[src/hw/rtl/snf_pkg.sv]
// Package for the 8.3 short name formatter.
// Holds the character constants, the name phase type and the upcase helper.
// Depends on nothing; imported by the formatter and its checker.
package snf_pkg;

  localparam int unsigned NameLen = 11;
  localparam int unsigned BaseLen = 8;
  localparam int unsigned SlotW   = 4;

  localparam logic [7:0] SpaceChar = 8'h20;
  localparam logic [7:0] DotChar   = 8'h2e;
  localparam logic [7:0] LowerA    = 8'h61;
  localparam logic [7:0] LowerZ    = 8'h7a;
  localparam logic [7:0] CaseDiff  = 8'h20;
  localparam logic [7:0] TermChar  = 8'h00;

  localparam logic [SlotW-1:0] BaseLenSlot = SlotW'(BaseLen);
  localparam logic [SlotW-1:0] NameLenSlot = SlotW'(NameLen);
  localparam logic [SlotW-1:0] LastSlot    = SlotW'(NameLen - 1);

  typedef enum logic [1:0] {
    PH_BASE = 2'd0,
    PH_SKIP = 2'd1,
    PH_EXT  = 2'd2
  } phase_e;

  function automatic logic [7:0] upcase(input logic [7:0] c);
    logic [7:0] r;
    r = c;
    if (c >= LowerA && c <= LowerZ) begin
      r = c - CaseDiff;
    end
    return r;
  endfunction

endpackage

[src/hw/rtl/short_name_formatter.sv]
// A terminator item is registered in the input register, then loaded into the output
// buffer; its eleven bytes appear on the master side one per cycle when taken.
// Throughput: one name byte per cycle; a terminator stalls only while the
// eleven-byte output buffer from the previous name is still draining.
// Reset (rst_ni low, asynchronous): name state back to spaces, base phase, no output.
// Top level of the 8.3 short name formatter; uses snf_pkg.
module short_name_formatter (
  input  logic        clk_i,
  input  logic        rst_ni,
  input  logic        s_axis_tvalid,
  output logic        s_axis_tready,
  input  logic [7:0]  s_axis_tdata,   // [7:0] name_byte
  output logic        m_axis_tvalid,
  input  logic        m_axis_tready,
  output logic [15:0] m_axis_tdata,   // [7:0] out_byte, [11:8] slot, [15:12] zero
  output logic        m_axis_tlast    // final_byte
);
  import snf_pkg::*;

  // Input register: one item of look-ahead decouples the handshake.
  logic       in_vld_q, in_vld_d;
  logic [7:0] in_byte_q;

  // Working state for the name being collected.
  logic [7:0]       name_buf_q [NameLen];
  logic [7:0]       name_buf_d [NameLen];
  logic [SlotW-1:0] write_pos_q, write_pos_d;
  phase_e           phase_q, phase_d;
  logic [1:0]       dot_count_q, dot_count_d;
  logic             only_dots_q, only_dots_d;

  // Output buffer: shifts toward entry 0 as bytes are taken.
  logic [7:0]       out_buf_q [NameLen];
  logic [7:0]       out_buf_d [NameLen];
  logic [SlotW-1:0] out_idx_q, out_idx_d;
  logic             busy_q, busy_d;

  logic out_fire, out_last_fire, buf_free, is_term, stage_go, in_fire;
  logic [7:0] up_c;
  logic       dot_name;

  assign out_fire      = busy_q && m_axis_tready;
  assign out_last_fire = out_fire && (out_idx_q == LastSlot);
  assign buf_free      = !busy_q || out_last_fire;
  assign is_term       = (in_byte_q == TermChar);
  // A held terminator moves on only once the output buffer can take it.
  assign stage_go      = in_vld_q && (!is_term || buf_free);
  assign s_axis_tready = !in_vld_q || stage_go;
  assign in_fire       = s_axis_tvalid && s_axis_tready;

  assign up_c     = upcase(in_byte_q);
  assign dot_name = only_dots_q && (dot_count_q == 2'd1 || dot_count_q == 2'd2);

  assign m_axis_tvalid = busy_q;
  assign m_axis_tdata  = {4'b0000, out_idx_q, out_buf_q[0]};
  assign m_axis_tlast  = (out_idx_q == LastSlot);

  always_comb begin
    in_vld_d = in_fire ? 1'b1 : (stage_go ? 1'b0 : in_vld_q);
  end

  // Name state update and terminator snapshot.
  always_comb begin
    name_buf_d  = name_buf_q;
    write_pos_d = write_pos_q;
    phase_d     = phase_q;
    dot_count_d = dot_count_q;
    only_dots_d = only_dots_q;
    out_buf_d   = out_buf_q;
    out_idx_d   = out_idx_q;
    busy_d      = busy_q;

    // Drain: advance one byte per taken item.
    if (out_fire) begin
      for (int k = 0; k < NameLen - 1; k++) begin
        out_buf_d[k] = out_buf_q[k+1];
      end
      out_buf_d[NameLen-1] = SpaceChar;
      out_idx_d = out_idx_q + 1'b1;
      if (out_last_fire) begin
        busy_d = 1'b0;
      end
    end

    if (stage_go) begin
      if (!is_term) begin
        if (in_byte_q != DotChar) begin
          only_dots_d = 1'b0;
        end
        if (dot_count_q != 2'd3) begin
          dot_count_d = dot_count_q + 2'd1;
        end
        case (phase_q)
          PH_BASE, PH_SKIP: begin
            if (in_byte_q == DotChar) begin
              phase_d     = PH_EXT;
              write_pos_d = BaseLenSlot;
            end else if (phase_q == PH_BASE && write_pos_q < BaseLenSlot) begin
              name_buf_d[write_pos_q] = up_c;
              write_pos_d = write_pos_q + 1'b1;
              if (write_pos_q + 1'b1 >= BaseLenSlot) begin
                phase_d = PH_SKIP;
              end
            end
          end
          default: begin
            if (write_pos_q >= BaseLenSlot && write_pos_q < NameLenSlot) begin
              name_buf_d[write_pos_q] = up_c;
              write_pos_d = write_pos_q + 1'b1;
            end
          end
        endcase
      end else begin
        // Load the finished name, "." and ".." override the buffer.
        for (int k = 0; k < NameLen; k++) begin
          out_buf_d[k] = dot_name ? SpaceChar : name_buf_q[k];
        end
        if (dot_name) begin
          out_buf_d[0] = DotChar;
          if (dot_count_q == 2'd2) begin
            out_buf_d[1] = DotChar;
          end
        end
        out_idx_d = '0;
        busy_d    = 1'b1;
        // Drop back to the empty name.
        for (int k = 0; k < NameLen; k++) begin
          name_buf_d[k] = SpaceChar;
        end
        write_pos_d = '0;
        phase_d     = PH_BASE;
        dot_count_d = 2'd0;
        only_dots_d = 1'b1;
      end
    end
  end

  always_ff @(posedge clk_i or negedge rst_ni) begin
    if (!rst_ni) begin
      in_vld_q    <= 1'b0;
      write_pos_q <= '0;
      phase_q     <= PH_BASE;
      dot_count_q <= 2'd0;
      only_dots_q <= 1'b1;
      out_idx_q   <= '0;
      busy_q      <= 1'b0;
      for (int k = 0; k < NameLen; k++) begin
        name_buf_q[k] <= SpaceChar;
      end
    end else begin
      in_vld_q    <= in_vld_d;
      write_pos_q <= write_pos_d;
      phase_q     <= phase_d;
      dot_count_q <= dot_count_d;
      only_dots_q <= only_dots_d;
      out_idx_q   <= out_idx_d;
      busy_q      <= busy_d;
      name_buf_q  <= name_buf_d;
    end
  end

  // Payload registers, no reset.
  always_ff @(posedge clk_i) begin
    if (in_fire) begin
      in_byte_q <= s_axis_tdata;
    end
    out_buf_q <= out_buf_d;
  end

endmodule

[config.mk]
export PLATFORM = sky130hd
export DESIGN_NAME = short_name_formatter
export DESIGN_NICKNAME = d
export VERILOG_FILES = /design/src/hw/rtl/snf_pkg.sv /design/src/hw/rtl/short_name_formatter.sv
export SDC_FILE = /design/constraint.sdc
export NUM_CORES = 1
export LEC_CHECK = 0
export BUFFER_PORTS_ARGS = -buffer_cell sky130_fd_sc_hd__buf_2
export CAP_MARGIN = 0
export CORE_MARGIN = 2
export CORE_UTILIZATION = 55
export DETAILED_ROUTE_END_ITERATION = 8
export GPL_TIMING_DRIVEN = 0
export MAX_ROUTING_LAYER = met4
export PLACE_DENSITY_LB_ADDON = 0.12
export SYNTH_ARGS = -nofsm -noshare
export SYNTH_HDL_FRONTEND = slang
export SYNTH_SLANG_ARGS = --single-unit
[constraint.sdc]
create_clock -name clk_i -period 2.2 [get_ports clk_i]
set_input_delay 0.44 -clock clk_i [delete_from_list [all_inputs] [get_ports clk_i]]
set_output_delay 0.44 -clock clk_i [all_outputs]
set_load 0.02 [all_outputs]
# --- Word-level counts from Yosys, hierarchy flattened ---
# Cells that the tools add are included.
word_totals:
  reg_bits: 199
  latchBits: 0
  ramBits: 0
  mem_bits_ro: 0
  input_bits: 12
  out_inout_bits: 19
  wordCells: 131
  n_memories: 0
classes:
  add_sub_neg: 4
  multipliers: 0
  div: 0
  order_cmp: 8
  n_eq_ne: 10
  n_shift: 0
  muxes: 47
  n_bitwise: 1
  n_reduce_logical: 31
op_table:
  columns: ["op", "n"]
  rows:
  - ["88-bit two-way mux", 8]
  - ["8-bit two-way mux", 13]
  - ["88-bit bitwise mux", 1]
  - ["8-bit demux with 4-bit select", 1]
  - ["4-bit two-way mux", 8]
  - ["16-bit two-way mux", 1]
  - ["2-bit two-way mux", 7]
  - ["1-bit logical AND", 9]
  - ["3-bit nonzero test", 3]
  - ["4-bit by 1-bit adder with 4-bit output (second input constant)", 2]
  - ["8-bit by 6-bit == test with 1-bit output (second input constant)", 1]
  - ["4-bit greater-or-equal comparator (second input constant)", 2]
  - ["8-bit by 7-bit greater-or-equal comparator with 1-bit output (second input constant)", 1]
  - ["8-bit by 7-bit <= comparator with 1-bit output (second input constant)", 1]
  - ["8-bit logical NOT", 1]
  - ["4-bit < comparator (second input constant)", 2]
  - ["1-bit two-way mux", 8]
  - ["8-bit by 6-bit inequality test with 1-bit output (second input constant)", 1]
  - ["4-bit AND reduction", 2]
  - ["2-bit nonzero test", 4]
  - ["8-bit by 6-bit subtractor with 8-bit output (second input constant)", 1]
  - ["3-bit inequality test (second input constant)", 2]
  - ["5-bit greater-or-equal comparator (second input constant)", 1]
  - ["5-bit by 1-bit < comparator with 1-bit output (second input constant)", 1]
  - ["13 further kinds", 20]

# --- Logic depth before layout (Yosys ltp) ---
depth:
  word_depth: 10
  depth_mapped: 10
  depth_no_buf: 7

# --- Least setup slack after synthesis ---
# No wires, ideal clock.
synth_timing:
  kind: "reg2reg"
  startpoint: "register out_idx_q[0]"
  endpoint: "register name_buf_q[29] in the netlist's numbering"
  setup_ns: 0.082
  arrival_time_ns: 2.063
  required_time_ns: 2.118
  slack_ns: 0.055
  path_stages_with_launch: 9
  n_path_buf: 1
  cell_sequence: "dfrtp_1 -> inv_1 -> ha_1 -> nand4b_1 -> a41o_1 -> a221oi_4 -> buf_6 -> nand2_4 -> mux2_4"
synth_via:
  elab_chain_cells: 6
synth_lines:
  columns: ["item", "line", "source"]
  rows:
  - ["start: declaration", "short_name_formatter.sv:35", "logic [SlotW-1:0] out_idx_q, out_idx_d;"]
  - ["start signal: assignment", "short_name_formatter.sv:156", "out_idx_q <= out_idx_d;"]
  - ["4-bit == test", "short_name_formatter.sv:43", "assign out_last_fire = out_fire && (out_idx_q == LastSlot);"]
  - ["1-bit logical AND", "short_name_formatter.sv:43", null]
  - ["1-bit logical OR", "short_name_formatter.sv:44", "assign buf_free = !busy_q || out_last_fire;"]
  - ["1-bit logical OR", "short_name_formatter.sv:47", "assign stage_go = in_vld_q && (!is_term || buf_free);"]
  - ["1-bit logical AND", "short_name_formatter.sv:47", null]
  - ["4-bit AND reduction (no line)", null, null]
  - ["end signal: indexed assignment", "short_name_formatter.sv:148", "name_buf_q[k] <= SpaceChar;"]
  - ["end signal: assignment", "short_name_formatter.sv:158", "name_buf_q <= name_buf_d;"]
  - ["end: declaration", "short_name_formatter.sv:25", "logic [7:0] name_buf_q [NameLen];"]
# No other way between the ends.
# A chain may end at the register's enable or synchronous reset.

# --- Worst setup path in the final report ---
layout_timing:
  startpoint: "register in_byte_q[4]"
  endpoint: "register name_buf_q[53] in the netlist's numbering"
layout_via:
  elab_chain_cells: 8
  elab_cells_between_ends: 20
layout_lines:
  columns: ["item", "line", "source"]
  rows:
  - ["start: declaration", "short_name_formatter.sv:22", "logic [7:0] in_byte_q;"]
  - ["start signal: assignment", "short_name_formatter.sv:165", "in_byte_q <= s_axis_tdata;"]
  - ["8-bit by 7-bit greater-or-equal comparator with 1-bit output / 8-bit by 7-bit <= comparator with 1-bit output (equally long branches)", "snf_pkg.sv:30", "if (c >= LowerA && c <= LowerZ) begin"]
  - ["1-bit logical AND", "snf_pkg.sv:30", null]
  - ["8-bit two-way mux", "snf_pkg.sv:30", null]
  - ["88-bit bitwise mux", "short_name_formatter.sv:99, short_name_formatter.sv:108", null]
  - ["88-bit two-way mux", "short_name_formatter.sv:98", "end else if (phase_q == PH_BASE && write_pos_q < BaseLenSlot) begin"]
  - ["88-bit two-way mux", "short_name_formatter.sv:95", "if (in_byte_q == DotChar) begin"]
  - ["88-bit two-way mux", "short_name_formatter.sv:93", "case (phase_q)"]
  - ["88-bit two-way mux", "short_name_formatter.sv:86", "if (!is_term) begin"]
# Parallel ways exist; a longest one is shown, timed or not. The select of a mux whose other input is x is not followed.

==> flow_metrics.tcl <==
set metrics [dict create \
    r2r-start "in_byte_q[4]" \
    io_pins 31 \
    fin_crit_ps 2340 \
    slowest_delay_ps 490 \
    ys_seq_area_frac 0.544 \
    max_freq_mhz 427 \
    path_depth 8 \
    ir_worst_vdd_mv 0.637 \
    drive_gt1_frac 0.264 \
    area_growth_pct 21.4 \
    path_clk_slew_ps 70 \
    clockPowerShare 0.335 \
    slew_viol_final 0 \
    grt_pass1_vias 6524 \
    nets 873 \
    io_buffers 26 \
    worstSetupEndpoint "name_buf_q[53]" \
    antenna_found_initial 0 \
    cts_buffers 17 \
    viasPerCell 6.36 \
    relSlewSlack 0.336 \
    crit_chain "nor4_4 -> buf_4 -> a21oi_4 -> a221oi_4 -> buf_6 -> buf_12 -> nand2_4 -> mux2_4" \
    netSwitchingFraction 0.277 \
    cp-end-kind "register" \
    antenna_cells 0 \
    tightest_slew_ps 997 \
    slowest_stage "edfxtp_1" \
    maxCapViolations 0 \
    cts_tree "built" \
    violations "negative setup slack" \
    syn_area_sq_um 8450 \
    clock_latency_ps 430 \
    ys_warn_count 0 \
    syn_area_per_cell_sq_um 11.0 \
    synth_edf_count 8 \
    synth-main-ff-cell "dfrtp_1" \
    routabilityCongestion 0.918 \
    yosys.area_share.simple 0.125 \
    p_switching_uw 2400 \
    pwr-share-comb 0.163 \
    rows 45 \
    holdCritStartpoint "s_axis_tdata[2]" \
    track_usage 0.304 \
    p_int_uw 6270 \
    synth_top_family_by_area "compound AO/OA/AOI/OAI gates" \
    synthAdderAreaFrac 0.0133 \
    synth_xor_area_frac 0.00207 \
    setup.worst_path.start "in_byte_q[4]" \
    r2r_setup_slack_ps -140 \
    postLayoutCoreUtil 0.680 \
    place_area_sq_um 8860 \
    status "complete, but fails checks" \
    power_density_nw_per_um2 845 \
    wl_um 24400 \
    cts.sinks 199 \
    final_area_sq_um 10300 \
    syn_inst 769 \
    grt_pass1_wl_um 36300 \
    seq_power_share 0.502 \
    h-tree-depth 4 \
    fin_ws_ps -140 \
    fin_setup_tns_ps -8620 \
    power.total_uw 8670 \
    routedWlPerCell_um 23.2 \
    die_h_um 128 \
    reg2reg_depth 8 \
    start_util 0.560 \
    yosysUniqueCellTypes 57 \
    clockBufferDepth 2 \
    final_antenna_net_count 0 \
    synth.area.mux_share 0.116 \
    report.final.setup_viol 92 \
    drc 0 \
    synth_compound_area_frac 0.156 \
    arrival_ps 2700 \
    rr_endpoint "name_buf_q[53]" \
    path_delay_family "buffers and inverters" \
    crit_buf_inv 3 \
    fp.dieArea_sq_um 16400 \
    dr.first_iter.drc_count 634 \
    core_area_sq_um 15100 \
    dp_cells 987 \
    place_hpwl_um 15300 \
    worst-path-max-fanout 8 \
    crit_required_ps 2560 \
    cts_root_buf "clkbuf_16" \
    dr.pass1.iters 5 \
    min_period_over_period 1.06 \
    vias 6701 \
    final.setup_skew_ps 11.8 \
    ys_ff_latch 199 \
    overflow 0 \
    synthArstFlopShare 0.518 \
    grt_max_degree 66 \
    setup.worst_path.class "reg2reg" \
    hold_class "in2reg" \
    rsz0062_at_grt "true" \
    p_leak_uw 0.00493 \
    die_w_um 128 \
    hold_violations 0 \
    layout.cells.non_filler 1053 \
    startpoint_type "register" \
]
## layout make-up
class | count | area (sq um)
Buffer | 60 | 437
Clock buffer | 26 | 499
Clock inverter | 6 | 38.8
Fill cell | 1102 | 4830
Inverter | 11 | 41.3
Multi-Input combinational cell | 500 | 3880
Sequential cell | 199 | 4590
Tap cell | 188 | 235
Timing Repair Buffer | 63 | 528
## sequential cells by signal (all words and copies together) (netlist names)
signal         count
name_buf_q        88
out_buf_q         80
in_byte_q          8
m_axis_tdata       8
out_idx_q          4
write_pos_q        4
dot_count_q        2
phase_q            2
in_vld_q           1
m_axis_tvalid      1
only_dots_q        1
## cell usage after synthesis (all sizes together), types with 2 or more instances
cell type   n  area share
a211oi      3      0.0027
a21oi      29       0.018
a22o       56       0.058
and2        3      0.0022
and3       11      0.0081
buf        26       0.022
clkbuf     37       0.016
dfrtp      91        0.27
dfstp      12       0.037
dfxtp      88        0.21
edfxtp      8       0.028
ha          9       0.013
inv        11      0.0049
mux2       13       0.021
mux2i      80       0.095
nand2      51       0.031
nand2b      3      0.0022
nand3      82       0.049
nor2       16      0.0074
nor2b       4      0.0030
nor3       15      0.0089
nor4        3      0.0037
o21ai      71       0.042
o2bb2ai    21       0.022
o31a        2      0.0021
or3         3      0.0022
or4         3      0.0027
## per-stage QoR
step	hold slack, ps	setup slack [ps]
floorplan	144	54.9
global placement	450	-458
detailed placement	454	-513
CTS	163	-69.9
global route	160	-210
finish	175	-140
## layout by cell type (no fill, tap or decap), types with 6 or more instances in the layout
cell type  instances
nor2_1            15
o21ai_1            6
dfrtp_1           91
ha_1               8
and3_2             7
o2bb2ai_1          8
a21oi_1           27
o21ai_0           63
nand2_4            8
clkbuf_1          15
buf_4             43
dfxtp_1           88
nand3_2           10
nand3_1           72
edfxtp_1           8
dfstp_2           12
buf_2             24
clkbuf_2          20
inv_1             10
buf_6             12
a22o_1            56
nand2_1           37
clkbuf_16         21
mux2_4             9
mux2i_1           80
nor3_1            13
o2bb2ai_2          9
## worst min-delay path by stage
| stage | endpoint | cells after the start |
|---|---|---|
| 6_report | in_byte_q[2] | 1 |
| 5_1_grt | in_byte_q[6] | 1 |
| 4_1_cts | in_byte_q[2] | 1 |
| 3_5_place_dp | name_buf_q[83] | 1 |
| 3_3_place_gp | out_buf_q[0] | 2 |
| 2_1_floorplan | dot_count_q[0] | 0 |
## layer usage
layer,track usage,vias to the layer above,routed length [um]
met2,0.478,292,11700
met5,-,-,0
met1,0.382,3370,9990
met4,0.109,0,762
li1,-,2979,-
met3,0.0793,60,1990
## power by group through the flow
stage          registers, uW  logic [uW]  clock network [uW]
2_1_floorplan           4360         801                   0
3_3_place_gp            4380        1120                   0
3_5_place_dp            4400        1160                   0
4_1_cts                 4320        1290                2910
5_1_grt                 4380        1520                3070
6_report                4350        1420                2900
## cells by family after synthesis
kind of cell,Yosys count
compound gates,191
fa+ha+maj,9
flops,199
simple gates,200
mux,93
buf+inv,74
xor+xnor,2
other cells,1
## what timing repair did
action / in CTS / in global routing
hold buffers: 1 / 0
buffers inserted: 23 / 6
resized for setup: 63 / 89
pin swaps: 10 / 37
cloned: 1 / 6
setup endpoints to repair: 190 / 180
endpoints found under the hold margin: 12 / 0
Power figures use the tool's default switching activity.
